==> config.mk <==
export PLATFORM = sky130hd
export DESIGN_NAME = tiled_texel_detile_convert_core
export DESIGN_NICKNAME = d
export VERILOG_FILES = /design/src/rtl/ttdc_pkg.sv /design/src/rtl/ttdc_front.sv /design/src/rtl/ttdc_queue.sv /design/src/rtl/ttdc_back.sv /design/src/rtl/tiled_texel_detile_convert_core.sv
export VERILOG_INCLUDE_DIRS = /design/src /design/src/rtl
export SDC_FILE = /design/constraint.sdc
export NUM_CORES = 1
export LEC_CHECK = 0
export ABC_AREA = 0
export BUFFER_PORTS_ARGS = -buffer_cell sky130_fd_sc_hd__clkbuf_2
export CAP_MARGIN = 20
export CORE_MARGIN = 2
export CORE_UTILIZATION = 64
export CTS_BUF_LIST = sky130_fd_sc_hd__clkbuf_2 sky130_fd_sc_hd__clkbuf_4 sky130_fd_sc_hd__clkbuf_8
export CTS_CLUSTER_DIAMETER = 30
export DETAILED_ROUTE_END_ITERATION = 16
export PLACE_DENSITY = 0.83
export SLEW_MARGIN = 10
export SYNTH_ARGS = -nofsm -noshare
export SYNTH_HDL_FRONTEND = slang
export SYNTH_SLANG_ARGS = --single-unit
export TNS_END_PERCENT = 30
==> constraint.sdc <==
create_clock -name clk_i -period 9.2 [get_ports clk_i]
set_input_delay 1.84 -clock clk_i [delete_from_list [all_inputs] [get_ports clk_i]]
set_output_delay 1.84 -clock clk_i [all_outputs]
set_load 0.01 [all_outputs]
==> src/rtl/assert_macros.svh <==
// Assertion helpers. Every user has clk_i and rst_ni in scope.
`ifndef ASSERT_MACROS_SVH
`define ASSERT_MACROS_SVH

`ifndef NO_ASSERTIONS

// Property must hold at every clock edge outside reset
`define ASSERT_ALWAYS(label, prop, msg) \
  label: assert property (@(posedge clk_i) disable iff (!rst_ni) (prop)) else $error(msg);

// Condition must never be true at a clock edge outside reset
`define ASSERT_NEVER(label, cond, msg) \
  label: assert property (@(posedge clk_i) disable iff (!rst_ni) !(cond)) else $error(msg);

`else

`define ASSERT_ALWAYS(label, prop, msg)
`define ASSERT_NEVER(label, cond, msg)

`endif

`endif

==> src/rtl/ttdc_pkg.sv <==
package ttdc_pkg;

  // Stored texel formats
  typedef enum logic [2:0] {
    FMT_RGBA8888 = 3'd0,
    FMT_RGB888   = 3'd1,
    FMT_RGBA5551 = 3'd2,
    FMT_RGB565   = 3'd3,
    FMT_RGBA4444 = 3'd4
  } ttdc_fmt_e;

  // Configuration register indexes
  typedef enum logic [1:0] {
    CFG_PIXEL_FORMAT    = 2'd0,
    CFG_WIDTH_IN_TILES  = 2'd1,
    CFG_HEIGHT_IN_TILES = 2'd2
  } ttdc_cfg_e;

  localparam int unsigned MAX_TILES_PER_SIDE_DEF = 128;
  localparam int unsigned QUEUE_DEPTH            = 2;
  localparam int unsigned TEXEL_W                = 32;
  localparam int unsigned COORD_W                = 10;
  localparam int unsigned CFG_DATA_W             = 8;
  localparam int unsigned TILE_IDX_W             = 6;
  localparam logic [TILE_IDX_W-1:0] TILE_LAST_IDX = '1;

  // Reciprocals for floor(n / 31) and floor(n / 63) by multiply and shift
  localparam logic [13:0] RECIP_31 = 14'd8457;
  localparam logic [14:0] RECIP_63 = 15'd16645;

  // Classified word handed from the front to the back
  typedef struct packed {
    logic [COORD_W-1:0] pixel_x;
    logic [COORD_W-1:0] pixel_y;
    logic               last_texel;
    logic [TEXEL_W-1:0] texel_bits;
  } ttdc_entry_t;

  // floor(v * 255 / 31)
  function automatic logic [7:0] expand5(input logic [4:0] v);
    logic [12:0] n;
    logic [26:0] p;
    n = {v, 8'd0} - {8'd0, v};
    p = n * RECIP_31;
    return p[25:18];
  endfunction

  // floor(v * 255 / 63)
  function automatic logic [7:0] expand6(input logic [5:0] v);
    logic [13:0] n;
    logic [28:0] p;
    n = {v, 8'd0} - {8'd0, v};
    p = n * RECIP_63;
    return p[27:20];
  endfunction

endpackage

==> src/rtl/ttdc_front.sv <==
`include "assert_macros.svh"

module ttdc_front #(
  parameter int unsigned MAX_TILES_PER_SIDE = ttdc_pkg::MAX_TILES_PER_SIDE_DEF
) (
  input  logic                              clk_i,
  input  logic                              rst_ni,
  input  logic                              accept_i,
  input  logic [ttdc_pkg::TEXEL_W-1:0]      texel_bits_i,
  input  logic [ttdc_pkg::CFG_DATA_W-1:0]   width_in_tiles_i,
  input  logic [ttdc_pkg::CFG_DATA_W-1:0]   height_in_tiles_i,
  output ttdc_pkg::ttdc_entry_t             entry_o
);
  import ttdc_pkg::*;

  localparam int unsigned CW  = (MAX_TILES_PER_SIDE > 1) ? $clog2(MAX_TILES_PER_SIDE) : 1;
  localparam int unsigned NW0 = $clog2(MAX_TILES_PER_SIDE + 1);
  localparam int unsigned NW  = ((NW0 > CFG_DATA_W) ? NW0 : CFG_DATA_W) + 1;
  localparam logic [NW-1:0] MaxTiles = NW'(MAX_TILES_PER_SIDE);

  logic [TILE_IDX_W-1:0] idx_q, idx_d;
  logic [CW-1:0]         col_q, col_d, row_q, row_d;
  logic [NW-1:0]         w_eff, h_eff, col_next, row_next;
  logic [2:0]            x_off, y_off;
  logic [CW+2:0]         px_full, py_full;
  logic                  col_end, row_end, tile_end;

  function automatic logic [NW-1:0] clamp_tiles(input logic [CFG_DATA_W-1:0] n);
    logic [NW-1:0] r;
    r = NW'(n);
    if (n == '0) r = NW'(1);
    else if (r > MaxTiles) r = MaxTiles;
    return r;
  endfunction

  always_comb begin
    w_eff    = clamp_tiles(width_in_tiles_i);
    h_eff    = clamp_tiles(height_in_tiles_i);
    col_next = NW'(col_q) + NW'(1);
    row_next = NW'(row_q) + NW'(1);
    col_end  = col_next >= w_eff;
    row_end  = row_next >= h_eff;
    tile_end = idx_q == TILE_LAST_IDX;
    // de-interleave Morton index: x on even bits, y on odd bits
    x_off    = {idx_q[4], idx_q[2], idx_q[0]};
    y_off    = {idx_q[5], idx_q[3], idx_q[1]};
    px_full  = {col_q, x_off};
    py_full  = {row_q, y_off};

    entry_o.pixel_x    = COORD_W'(px_full);
    entry_o.pixel_y    = COORD_W'(py_full);
    entry_o.last_texel = tile_end && col_end && row_end;
    entry_o.texel_bits = texel_bits_i;

    idx_d = idx_q;
    col_d = col_q;
    row_d = row_q;
    if (accept_i) begin
      idx_d = idx_q + TILE_IDX_W'(1);
      if (tile_end) begin
        if (col_end) begin
          col_d = '0;
          row_d = row_end ? '0 : CW'(row_next);
        end else begin
          col_d = CW'(col_next);
        end
      end
    end
  end

  always_ff @(posedge clk_i or negedge rst_ni) begin
    if (!rst_ni) begin
      idx_q <= '0;
      col_q <= '0;
      row_q <= '0;
    end else begin
      idx_q <= idx_d;
      col_q <= col_d;
      row_q <= row_d;
    end
  end

  `ASSERT_ALWAYS(a_last_restarts,
    accept_i && entry_o.last_texel |=> idx_q == '0 && col_q == '0 && row_q == '0,
    "walk does not restart after the last texel")
  `ASSERT_ALWAYS(a_col_in_range, NW'(col_q) < MaxTiles, "tile column beyond limit")
  `ASSERT_ALWAYS(a_row_in_range, NW'(row_q) < MaxTiles, "tile row beyond limit")

endmodule

==> src/rtl/ttdc_queue.sv <==
`include "assert_macros.svh"

module ttdc_queue #(
  parameter int unsigned DEPTH = ttdc_pkg::QUEUE_DEPTH
) (
  input  logic                  clk_i,
  input  logic                  rst_ni,
  input  logic                  push_i,
  input  ttdc_pkg::ttdc_entry_t push_data_i,
  output logic                  full_o,
  input  logic                  pop_i,
  output logic                  avail_o,
  output ttdc_pkg::ttdc_entry_t pop_data_o
);
  import ttdc_pkg::*;

  localparam int unsigned PW = (DEPTH > 1) ? $clog2(DEPTH) : 1;
  localparam int unsigned NW = $clog2(DEPTH + 1);
  localparam logic [PW-1:0] LastSlot = PW'(DEPTH - 1);
  localparam logic [NW-1:0] Depth    = NW'(DEPTH);

  ttdc_entry_t       slot_q [DEPTH];
  logic [PW-1:0]     wr_q, rd_q;
  logic [NW-1:0]     cnt_q, cnt_d;

  assign full_o     = cnt_q == Depth;
  assign avail_o    = cnt_q != '0;
  assign pop_data_o = slot_q[rd_q];

  always_comb begin
    cnt_d = cnt_q;
    if (push_i && !pop_i) cnt_d = cnt_q + NW'(1);
    else if (pop_i && !push_i) cnt_d = cnt_q - NW'(1);
  end

  always_ff @(posedge clk_i or negedge rst_ni) begin
    if (!rst_ni) begin
      wr_q  <= '0;
      rd_q  <= '0;
      cnt_q <= '0;
    end else begin
      cnt_q <= cnt_d;
      if (push_i) wr_q <= (wr_q == LastSlot) ? '0 : wr_q + PW'(1);
      if (pop_i)  rd_q <= (rd_q == LastSlot) ? '0 : rd_q + PW'(1);
    end
  end

  always_ff @(posedge clk_i) begin
    if (push_i) slot_q[wr_q] <= push_data_i;
  end

  `ASSERT_NEVER(a_no_overflow, push_i && full_o, "push into a full queue")
  `ASSERT_NEVER(a_no_underflow, pop_i && !avail_o, "pop from an empty queue")
  `ASSERT_ALWAYS(a_cnt_bound, cnt_q <= Depth, "queue count beyond depth")

endmodule

==> src/rtl/ttdc_back.sv <==
module ttdc_back (
  input  logic                              clk_i,
  input  logic                              rst_ni,
  input  ttdc_pkg::ttdc_fmt_e               pixel_format_i,
  input  logic                              avail_i,
  input  ttdc_pkg::ttdc_entry_t             entry_i,
  output logic                              pop_o,
  output logic                              out_valid_o,
  input  logic                              out_stall_i,
  output logic [ttdc_pkg::COORD_W-1:0]      pixel_x_o,
  output logic [ttdc_pkg::COORD_W-1:0]      pixel_y_o,
  output logic [7:0]                        out_byte0_o,
  output logic [7:0]                        out_byte1_o,
  output logic [7:0]                        out_byte2_o,
  output logic [7:0]                        out_byte3_o,
  output logic                              last_texel_o
);
  import ttdc_pkg::*;

  logic        valid_q;
  logic [7:0]  b0, b1, b2, b3, r_d, g_d, bl_d, a_d;
  logic [15:0] v;
  logic [COORD_W-1:0] x_q, y_q;
  logic [7:0]  r_q, g_q, bl_q, a_q;
  logic        last_q;

  // advance when the output register is empty or being taken
  assign pop_o = avail_i && (!valid_q || !out_stall_i);

  always_comb begin
    b0 = entry_i.texel_bits[7:0];
    b1 = entry_i.texel_bits[15:8];
    b2 = entry_i.texel_bits[23:16];
    b3 = entry_i.texel_bits[31:24];
    v  = {b1, b0};
    case (pixel_format_i)
      FMT_RGB888: begin
        r_d = b2; g_d = b1; bl_d = b0; a_d = 8'hFF;
      end
      FMT_RGBA5551: begin
        r_d  = expand5(v[15:11]);
        g_d  = expand5(v[10:6]);
        bl_d = expand5(v[5:1]);
        a_d  = v[0] ? 8'hFF : 8'h00;
      end
      FMT_RGB565: begin
        r_d  = expand5(v[15:11]);
        g_d  = expand6(v[10:5]);
        bl_d = expand5(v[4:0]);
        a_d  = 8'hFF;
      end
      FMT_RGBA4444: begin
        r_d = {v[15:12], v[15:12]}; g_d = {v[11:8], v[11:8]};
        bl_d = {v[7:4], v[7:4]};    a_d = {v[3:0], v[3:0]};
      end
      default: begin
        r_d = b0; g_d = b1; bl_d = b2; a_d = b3;
      end
    endcase
  end

  always_ff @(posedge clk_i or negedge rst_ni) begin
    if (!rst_ni) begin
      valid_q <= 1'b0;
    end else if (!valid_q || !out_stall_i) begin
      valid_q <= avail_i;
    end
  end

  always_ff @(posedge clk_i) begin
    if (pop_o) begin
      x_q    <= entry_i.pixel_x;
      y_q    <= entry_i.pixel_y;
      last_q <= entry_i.last_texel;
      r_q    <= r_d;
      g_q    <= g_d;
      bl_q   <= bl_d;
      a_q    <= a_d;
    end
  end

  assign out_valid_o  = valid_q;
  assign pixel_x_o    = x_q;
  assign pixel_y_o    = y_q;
  assign out_byte0_o  = r_q;
  assign out_byte1_o  = g_q;
  assign out_byte2_o  = bl_q;
  assign out_byte3_o  = a_q;
  assign last_texel_o = last_q;

endmodule

==> src/rtl/tiled_texel_detile_convert_core.sv <==
// Path: an accepted word is written into the queue, then moves into the back's output
//   register, from which it is presented and can be taken at the output.
// Throughput: one word per cycle sustained while the output is not stalled; the two-entry
//   queue between the detile front and the convert back lets each side stall on its own.
// Reset (rst_ni, async, active low): walk restarts at texel 0 of tile 0,0, queue
//   and output register empty, format RGBA8888, image 1x1 tiles.
module tiled_texel_detile_convert_core #(
  parameter int unsigned MAX_TILES_PER_SIDE = ttdc_pkg::MAX_TILES_PER_SIDE_DEF
) (
  input  logic                            clk_i,
  input  logic                            rst_ni,
  // configuration writes
  input  logic                            cfg_we_i,
  input  logic [1:0]                      cfg_idx_i,
  input  logic [ttdc_pkg::CFG_DATA_W-1:0] cfg_wdata_i,
  // texel words in stored order
  input  logic                            in_valid_i,
  output logic                            in_stall_o,
  input  logic [ttdc_pkg::TEXEL_W-1:0]    texel_bits_i,
  // pixel words in linear form
  output logic                            out_valid_o,
  input  logic                            out_stall_i,
  output logic [ttdc_pkg::COORD_W-1:0]    pixel_x_o,
  output logic [ttdc_pkg::COORD_W-1:0]    pixel_y_o,
  output logic [7:0]                      out_byte0_o,
  output logic [7:0]                      out_byte1_o,
  output logic [7:0]                      out_byte2_o,
  output logic [7:0]                      out_byte3_o,
  output logic                            last_texel_o
);
  import ttdc_pkg::*;

  logic [2:0]            fmt_q;
  logic [CFG_DATA_W-1:0] width_q, height_q;
  logic                  accept, q_full, q_avail, q_pop;
  ttdc_entry_t           front_entry, back_entry;

  // Configuration registers, to be written only while the block is idle (a user's rule
  // not enforced by the block), so front and back read them directly with no shadow copies.
  always_ff @(posedge clk_i or negedge rst_ni) begin
    if (!rst_ni) begin
      fmt_q    <= FMT_RGBA8888;
      width_q  <= CFG_DATA_W'(1);
      height_q <= CFG_DATA_W'(1);
    end else if (cfg_we_i) begin
      case (ttdc_cfg_e'(cfg_idx_i))
        CFG_PIXEL_FORMAT:    fmt_q    <= cfg_wdata_i[2:0];
        CFG_WIDTH_IN_TILES:  width_q  <= cfg_wdata_i;
        CFG_HEIGHT_IN_TILES: height_q <= cfg_wdata_i;
        default: ;
      endcase
    end
  end

  // Hold the input side only while the queue is full; this never looks at
  // out_stall_i, so the two channels have no combinational path between them.
  assign in_stall_o = q_full;
  assign accept     = in_valid_i && !q_full;

  // Front: walk the tile counters, de-interleave the Morton index and flag
  // the last texel of the image.
  ttdc_front #(
    .MAX_TILES_PER_SIDE(MAX_TILES_PER_SIDE)
  ) u_front (
    .clk_i            (clk_i),
    .rst_ni           (rst_ni),
    .accept_i         (accept),
    .texel_bits_i     (texel_bits_i),
    .width_in_tiles_i (width_q),
    .height_in_tiles_i(height_q),
    .entry_o          (front_entry)
  );

  // Short queue decoupling the front from the back
  ttdc_queue #(
    .DEPTH(QUEUE_DEPTH)
  ) u_queue (
    .clk_i      (clk_i),
    .rst_ni     (rst_ni),
    .push_i     (accept),
    .push_data_i(front_entry),
    .full_o     (q_full),
    .pop_i      (q_pop),
    .avail_o    (q_avail),
    .pop_data_o (back_entry)
  );

  // Back: convert the stored format and register the result word
  ttdc_back u_back (
    .clk_i         (clk_i),
    .rst_ni        (rst_ni),
    .pixel_format_i(ttdc_fmt_e'(fmt_q)),
    .avail_i       (q_avail),
    .entry_i       (back_entry),
    .pop_o         (q_pop),
    .out_valid_o   (out_valid_o),
    .out_stall_i   (out_stall_i),
    .pixel_x_o     (pixel_x_o),
    .pixel_y_o     (pixel_y_o),
    .out_byte0_o   (out_byte0_o),
    .out_byte1_o   (out_byte1_o),
    .out_byte2_o   (out_byte2_o),
    .out_byte3_o   (out_byte3_o),
    .last_texel_o  (last_texel_o)
  );

endmodule
==> results of run 1 <==
## area by class of cell
type | instances | share of cell area [%]
Timing Repair Buffer | 121 | 3.74
Multi-Input combinational cell | 1088 | 53.5
Inverter | 146 | 3.07
Clock inverter | 19 | 1.08
Tap cell | 330 | 2.31
Clock buffer | 47 | 3.38
Antenna cell | 2 | 0.0280
Sequential cell | 203 | 32.9
## per-stage QoR
step	setup slack [ns]	utilization [%]
2_1_floorplan	2.75	-
3_5_place_dp	1.97	68.3
4_1_cts	1.86	71.5
6_report	1.81	71.5
5_1_grt	1.37	71.5
3_3_place_gp	2.04	68.2
## worst paths after layout
kind | startpoint | endpoint | slack [ns] | cells past startpoint
max | u_queue.rd_q | u_back.out_byte1_o[3] | 1.81 | 23
min | u_front.row_q[6] | u_queue.slot_q[1][42] | 0.50 | 0
max reg2reg | u_queue.rd_q | u_back.out_byte1_o[3] | 1.81 | 23
min reg2reg | u_front.row_q[6] | u_queue.slot_q[1][42] | 0.50 | 0
max in group asynchronous | rst_ni | fmt_q[2] | 7.43 | 2
min in group asynchronous | rst_ni | height_q[1] | 1.25 | 1
## flip-flops by register name (all words and copies together) (netlist names), 2 cells and up
register            cells
u_back.pixel_x_o       10
u_front.idx_q           6
u_back.pixel_y_o       10
u_queue.cnt_q           2
width_q                 8
u_front.row_q           7
height_q                8
fmt_q                   3
u_back.out_byte0_o      8
u_back.out_byte1_o      8
u_back.out_byte3_o      8
u_front.col_q           7
u_queue.slot_q        106
u_back.out_byte2_o      8
## per-layer routing
layer	up-vias	part of all wire, %
met1	5695	41
met2	489	48
li1	5624	-
met3	110	7.0
met4	0	3.8
met5	-	0
## placed cells by master (no fill, tap or decap), drive strengths merged, types with 41 or more instances in the layout
cell and count:
inv 149, nand3 41, mux2 50, dfrtp 42, a21oi 70, edfxtp 159
xnor2 48, clkbuf 148, o21ai 81, ha 331, nor2 66, nand2 106
## cell families after synthesis
logic type	synth area share, %
buf+inv	4.47
simple gates	8.76
compound gates	10.5
xor+xnor	3.85
flops	36.4
fa+ha+maj	30.6
mux	5.30
## worst max-delay path, delay by kind of cell, from the launching register on
family / cells / cell delay [ns]
AO/OA/AOI/OAI: 3 / 0.85
AND/OR/NAND/NOR: 7 / 1.36
buffers and inverters: 2 / 0.10
adder cells (fa/ha/maj): 7 / 2.29
multiplexers: 1 / 0.60
flip-flops: 1 / 0.95
XOR/XNOR: 3 / 0.99
==> flow_summary.toml, run 1 <==
[status]
status = "finished clean"

[setup_path]
critPathKind = "reg2reg"
end_kind = "flip-flop"
crit_fanout = 29
cpMaxStageDelayCell = "dfrtp_2"
required_ns = 9.51
cp_data_arrival_time_ns = 7.70
slowest_delay_ns = 0.95
worst_path_most_repeated_cell = "ha_1"
setup.worst_path.start_class = "flip-flop"
crit_chain = "mux2i_4 > ha_1 > nand2_1 > xnor2_1 > nor2_1 > and2_1 > ha_1 > xor2_1 > ha_1 > inv_1 > fa_1 > inv_1 > ha_1 > ha_1 > ha_1 > nand4_1 > nor4_1 > nand3_1 > o211ai_2 > o31a_1 > xor2_1 > nor2_1 > o22ai_1"

[logic_synthesis]
seq_area_frac_synth_pct = 36.4
synth-edff-count = 159
yosysTopAreaCellShare_pct = 29.6
async_flop_share_pct = 21.7
yosysWarnings = 0
ys_types = 72
synth_common_cells = "331 x ha_1, 159 x edfxtp_1, 145 x inv_1"
synth_flop_cell = "edfxtp_1"
synth_cells = 1476
syn_area_um2 = 16100
ys_seq_elements = 203
yosysTopAreaCell = "edfxtp_1"
ys_top_cells_by_area = "edfxtp_1 30%, ha_1 26%, dfrtp_1 6.5%"
synth_nets = 1894
avgSynthCellArea_um2 = 10.9
synthMostInstantiatedCell = "ha_1"

[grt]
grt_pass1_wl_um = 60500
grt_max_degree = 39
busiest_layer = "met2"
antenna_found_initial = 2
grt_pass1_vias = 11900
met1_usage_pct = 37.8
overflow = 0
met3_usage_pct = 4.30
grt_util_met2_pct = 48.8
grt.total_usage_pct = 29.0

[clocking]
post-cts-setup-buffer-count = 0
cts_resized = 0
clockBufferDepth = 3
htree_levels = 2
cts_made_buffers = 36
cts-root-buf = "clkbuf_8"
cts_tree = "done"
hold_buffers = 0
clock_latency_ns = 0.55
clkTransAtPathRegs_ns = 0.07
cts.sinks = 203

[drt]
drt-initial-drc-count = 1128
drc = 0
first_pass_iters = 5
antenna_left = 0
vias = 11900
routedWlPerCell_um = 19.2
wl_um = 37600
vias_per_cell = 6.09

[cells_and_area]
fin_cells = 1956
fillers = 1724
nets = 2014
area.growth.synth_to_final_pct = 10.7
multiInputGateArea_um2 = 9550
drive_gt1_share_pct = 15.8
regArea_um2 = 5880
fin_area_um2 = 17900

[min_path]
hold_class = "reg2reg"

[placed_design]
place_inst = 1888
placed_area_um2 = 17100
gp_congestion = 0.925
hpwlAfterDp_um = 28600
numPortBuffers = 101

[sta]
max_slew_margin_pct = 26.5
fin_crit_sh_pct = 80.3
setup_viol = 0
tightestPinTransition_ns = 1.07
skew_ns = 0.0313
clock.fmax_ghz = 0.135
hold_violations = 0
slew_viol_final = 0
holdWs_ns = 0.496
min_period_ns = 7.39
rsz0062_at_grt = "no"
tns_ns = 0

[run]
maxCapViolations = 0

[die]
start_util_pct = 64.6
fp.dieArea_um2 = 26500
fp-row-count = 58
die_x_um = 163
die_h_um = 163
core_area_um2 = 25000
io_pins = 102
Power of run 1 is left out: the tool's default activity adds up to more than one toggle a clock period on the data nets, which glitch-free logic cannot reach.
==> run 2: changes to the inputs <==
- clock period: 9.2 -> 7.2 ns (I/O delays scaled with it)
==> flow_summary.toml, run 2 (synthesis gave the netlist of run 1 again) <==
[min_path]
whs_path_depth = 1
hold_class = "reg2reg"
worstHoldStart = "u_front.idx_q[5]"
holdPathEnd = "u_front.idx_q[5]"

[drt]
antenna_left = 0
first_pass_iters = 6
vias = 12000
drc = 0
vias_per_cell = 6.08
wl_um = 37400
drt-initial-drc-count = 891
routedWlPerCell_um = 19.0

[grt]
grt.total_usage_pct = 29.0
overflow = 0
antenna_found_initial = 0
grt_max_degree = 45
busiest_layer = "met2"
met3_usage_pct = 5.65
met1_usage_pct = 36.1
grt_pass1_wl_um = 60100
grt_pass1_vias = 12100
grt_util_met2_pct = 48.7

[cells_and_area]
antennaDiodeCount = 0
fillers = 1721
nets = 2023
utilization_pct = 72.3
mostFrequentLayoutCells = "331 x ha_1, 159 x edfxtp_1, 144 x inv_1"
area.growth.synth_to_final_pct = 11.9
largest_reg_flops = 106
fin_cells = 1966
multiInputGateArea_um2 = 9560
top_register = "u_queue.slot_q"
drive_gt1_share_pct = 16.5
final_common_cell = "ha_1"
regArea_um2 = 5880

[sta]
max_slew_margin_pct = 26.8
hold_violations = 0
slew_viol_final = 0
holdWs_ns = 0.517
clock.fmax_ghz = 0.152
fin_crit_sh_pct = 91.6
tns_ns = 0
tightestPinTransition_ns = 1.10
skew_ns = 0.0570
setup_viol = 0
rsz0062_at_grt = "no"
min_period_ns = 6.60

[setup_path]
rrSetupSlack_ns = 0.60
r2r-start = "u_queue.rd_q"
crit_fanout = 19
setup.worst_path.start_class = "flip-flop"
worst_r2r_path_depth = 23
critPathKind = "reg2reg"
worstReg2RegEnd = "u_back.out_byte1_o[4]"
cp_data_arrival_time_ns = 6.88
end_kind = "flip-flop"
required_ns = 7.48

[clocking]
clkTransAtPathRegs_ns = 0.06
htree_levels = 2
clockBufferDepth = 3
cts.sinks = 203
cts-root-buf = "clkbuf_8"
cts_made_buffers = 40
post-cts-setup-buffer-count = 0
clock_latency_ns = 0.59
cts_tree = "done"

[placed_design]
place_inst = 1892
gp_congestion = 0.994
hpwlAfterDp_um = 28700
numPortBuffers = 101

[die]
fp.dieArea_um2 = 26500
io_pins = 102
die_x_um = 163
die_h_um = 163
fp-row-count = 58
start_util_pct = 64.6
core_area_um2 = 25000

[run]
maxCapViolations = 0

[status]
status = "finished clean"
-- run 2: cell types whose count changed in the layout (fill, tap and decap cells not counted), sizes merged --
cell	previous run	this run
bufinv	3	6
clkbuf	148	146
clkinv	12	15
buf	20	26
diode	2	0
clkinvlp	1	3
-- run 2: repair_timing --
item | 4_1_cts | 5_1_grt
hold buffers | 0 | 0
setup endpoints to repair | 0 | 1
gates resized for setup | 0 | 1
-- run 2: how the worst max path moves through the flow --
stage	startpoint	end	cells past startpoint
2_1_floorplan	u_queue.rd_q	u_back.out_byte1_o[5]	26
3_3_place_gp	u_queue.rd_q	u_back.out_byte1_o[6]	23
3_5_place_dp	u_queue.rd_q	u_back.out_byte1_o[4]	23
4_1_cts	u_queue.rd_q	u_back.out_byte1_o[4]	23
5_1_grt	u_queue.rd_q	u_back.out_byte1_o[4]	23
6_report	u_queue.rd_q	u_back.out_byte1_o[4]	23
-- run 2: through the flow --
stage | worst slack (ns) | cell area, um2
floorplan | 0.748 | 16100
global placement | 0.671 | 17100
detailed placement | 0.465 | 17100
CTS | 0.411 | 18000
global route | 0.244 | 18100
finish | 0.604 | 18100
-- run 2: worst max-delay path: stages, from the launching register on --
cell	delay, ns
dfrtp_2	0.76
mux2i_2	0.36
ha_1	0.33
nand2_1	0.13
xnor2_2	0.36
nor2_1	0.22
and2_1	0.21
ha_1	0.20
xor2_1	0.17
ha_1	0.30
inv_1	0.05
fa_1	0.54
inv_1	0.05
ha_1	0.28
ha_1	0.29
ha_1	0.28
nand4_1	0.14
nor4_1	0.41
nand3_1	0.15
o211ai_2	0.32
a41oi_1	0.22
and3_1	0.22
o21ai_0	0.21
a32oi_1	0.09
-- run 2: per-layer routing --
metal	up-vias	routed length, um
met2	490	18000
met1	5697	14800
met5	-	0
met3	129	2800
met4	0	1780
li1	5642	-
-- run 2: area by class of cell --
type	count	share of cell area [%]
multi-input cells	1088	52.9
flip-flops and latches	203	32.6
repair buffers	126	3.95
clock buffers	46	3.37
inverters	146	3.03
well taps	330	2.29
clock inverters	27	1.88
Power of run 2 is left out for the same reason.
==> run 3: changes to the inputs <==
- BUFFER_PORTS_ARGS: -buffer_cell sky130_fd_sc_hd__clkbuf_2 -> unset
- CORE_UTILIZATION: 64 -> 67
- DONT_BUFFER_PORTS: unset -> 1
==> flow_summary.toml, run 3 (synthesis gave the netlist of run 1 again) <==
[status]
status = "finished clean"

[die]
die_h_um = 159
die_x_um = 159
fp.dieArea_um2 = 25300
start_util_pct = 68.5
io_pins = 102
core_area_um2 = 23500
fp-row-count = 56

[cells_and_area]
top_register = "u_queue.slot_q"
largest_reg_flops = 106
drive_gt1_share_pct = 10.5
regArea_um2 = 5880
nets = 1918
utilization_pct = 74.1
final_common_cell = "ha_1"
area.growth.synth_to_final_pct = 8.08
multiInputGateArea_um2 = 9550
mostFrequentLayoutCells = "331 x ha_1, 159 x edfxtp_1, 144 x inv_1"
fillers = 1577

[clocking]
cts_made_buffers = 38
cts.sinks = 203
hold_buffers = 0
htree_levels = 2
post-cts-setup-buffer-count = 0
cts_resized = 0
clkTransAtPathRegs_ns = 0.06
clock_latency_ns = 0.57
clockBufferDepth = 3
cts-root-buf = "clkbuf_8"
cts_tree = "done"

[grt]
grt_pass1_wl_um = 59800
antenna_found_initial = 2
grt.total_usage_pct = 29.5
grt_pass1_vias = 11800
grt_max_degree = 54
overflow = 0

[placed_design]
dp_slack_ns = 0.618
hpwlAfterDp_um = 27800
gp_congestion = 0.982
numPortBuffers = 0

[setup_path]
crit_fanout = 14
end_kind = "flip-flop"
crit_cells = 24
r2r-start = "u_queue.rd_q"
worstReg2RegEnd = "u_back.out_byte1_o[6]"
cp_data_arrival_time_ns = 6.95
slowest_delay_ns = 0.71
critPathKind = "reg2reg"
required_ns = 7.48
rrSetupSlack_ns = 0.53
worst_path_most_repeated_cell = "ha_1"
crit_start = "u_queue.rd_q"
setup.worst_path.start_class = "flip-flop"
worst_r2r_path_depth = 24
crit_chain = "mux2i_4 > buf_4 > ha_1 > nand2_1 > xnor2_1 > nor2_1 > and2_1 > ha_1 > xor2_1 > ha_1 > inv_1 > fa_1 > inv_1 > ha_1 > ha_1 > ha_1 > nand4_1 > nor4_1 > nand3_1 > o211ai_2 > o31a_1 > a211oi_1 > a32oi_1 > o211ai_1"
crit_end = "u_back.out_byte1_o[6]"
cp.buffers_inverters = 3
cp_top_family = "adder cells"
cpMaxStageDelayCell = "dfrtp_2"

[drt]
wl_um = 36900
routedWlPerCell_um = 19.9
drc = 0
drt-initial-drc-count = 934
vias = 11600
first_pass_iters = 6
vias_per_cell = 6.27
antenna_left = 0

[sta]
setup_viol = 0
fin_crit_sh_pct = 92.6
hold_violations = 0
rsz0062_at_grt = "no"
clock.fmax_ghz = 0.150
tns_ns = 0
skew_ns = 0.0482
fin_ws_ns = 0.531
max_slew_margin_pct = 28.4
min_period_ns = 6.67
tightestPinTransition_ns = 1.07
slew_viol_final = 0
holdWs_ns = 0.498

[run]
maxCapViolations = 0

[min_path]
hold_class = "reg2reg"
==> run 3: changes by cell type in the layout (fill, tap and decap cells not counted), sizes merged <==
cell,delta
diode,+1
clkbuf,-104
clkinv,+1
inv,-1
clkinvlp,+1
buf,-3
==> run 3: through the flow <==
stage / area (um2) / cells
final: 17400 / 1850
after global routing: 17400 / 1850
after CTS: 17400 / 1849
after detailed placement: 16600 / 1779
after global placement: 16500 / 1779
after floorplan: 16100 / 1476
==> run 3: worst min-delay path by stage <==
stage	cells past startpoint	endpoint	from
final	0	u_queue.slot_q[0][42]	u_front.row_q[6]
after global routing	0	u_queue.slot_q[0][42]	u_front.row_q[6]
after CTS	0	u_queue.slot_q[0][42]	u_front.row_q[6]
after detailed placement	0	u_queue.slot_q[1][42]	u_front.row_q[6]
after global placement	0	u_queue.slot_q[0][42]	u_front.row_q[6]
after floorplan	0	u_queue.slot_q[0][48]	u_front.col_q[2]
==> run 3: cell type report <==
class	instances	area share [%]
multi-input cells	1088	54.8
clock buffers	42	3.17
clock inverters	28	1.88
diodes	1	0.0144
inverters	146	3.14
repair buffers	23	0.990
well taps	319	2.29
flip-flops and latches	203	33.7
==> run 3: metal layers <==
metal	GRT usage, %	wire length (um)
met3	6.90	3170
met5	2.08	79
met4	12.0	1450
met1	37.3	14800
met2	48.9	17400
Power of run 3 is left out for the same reason.
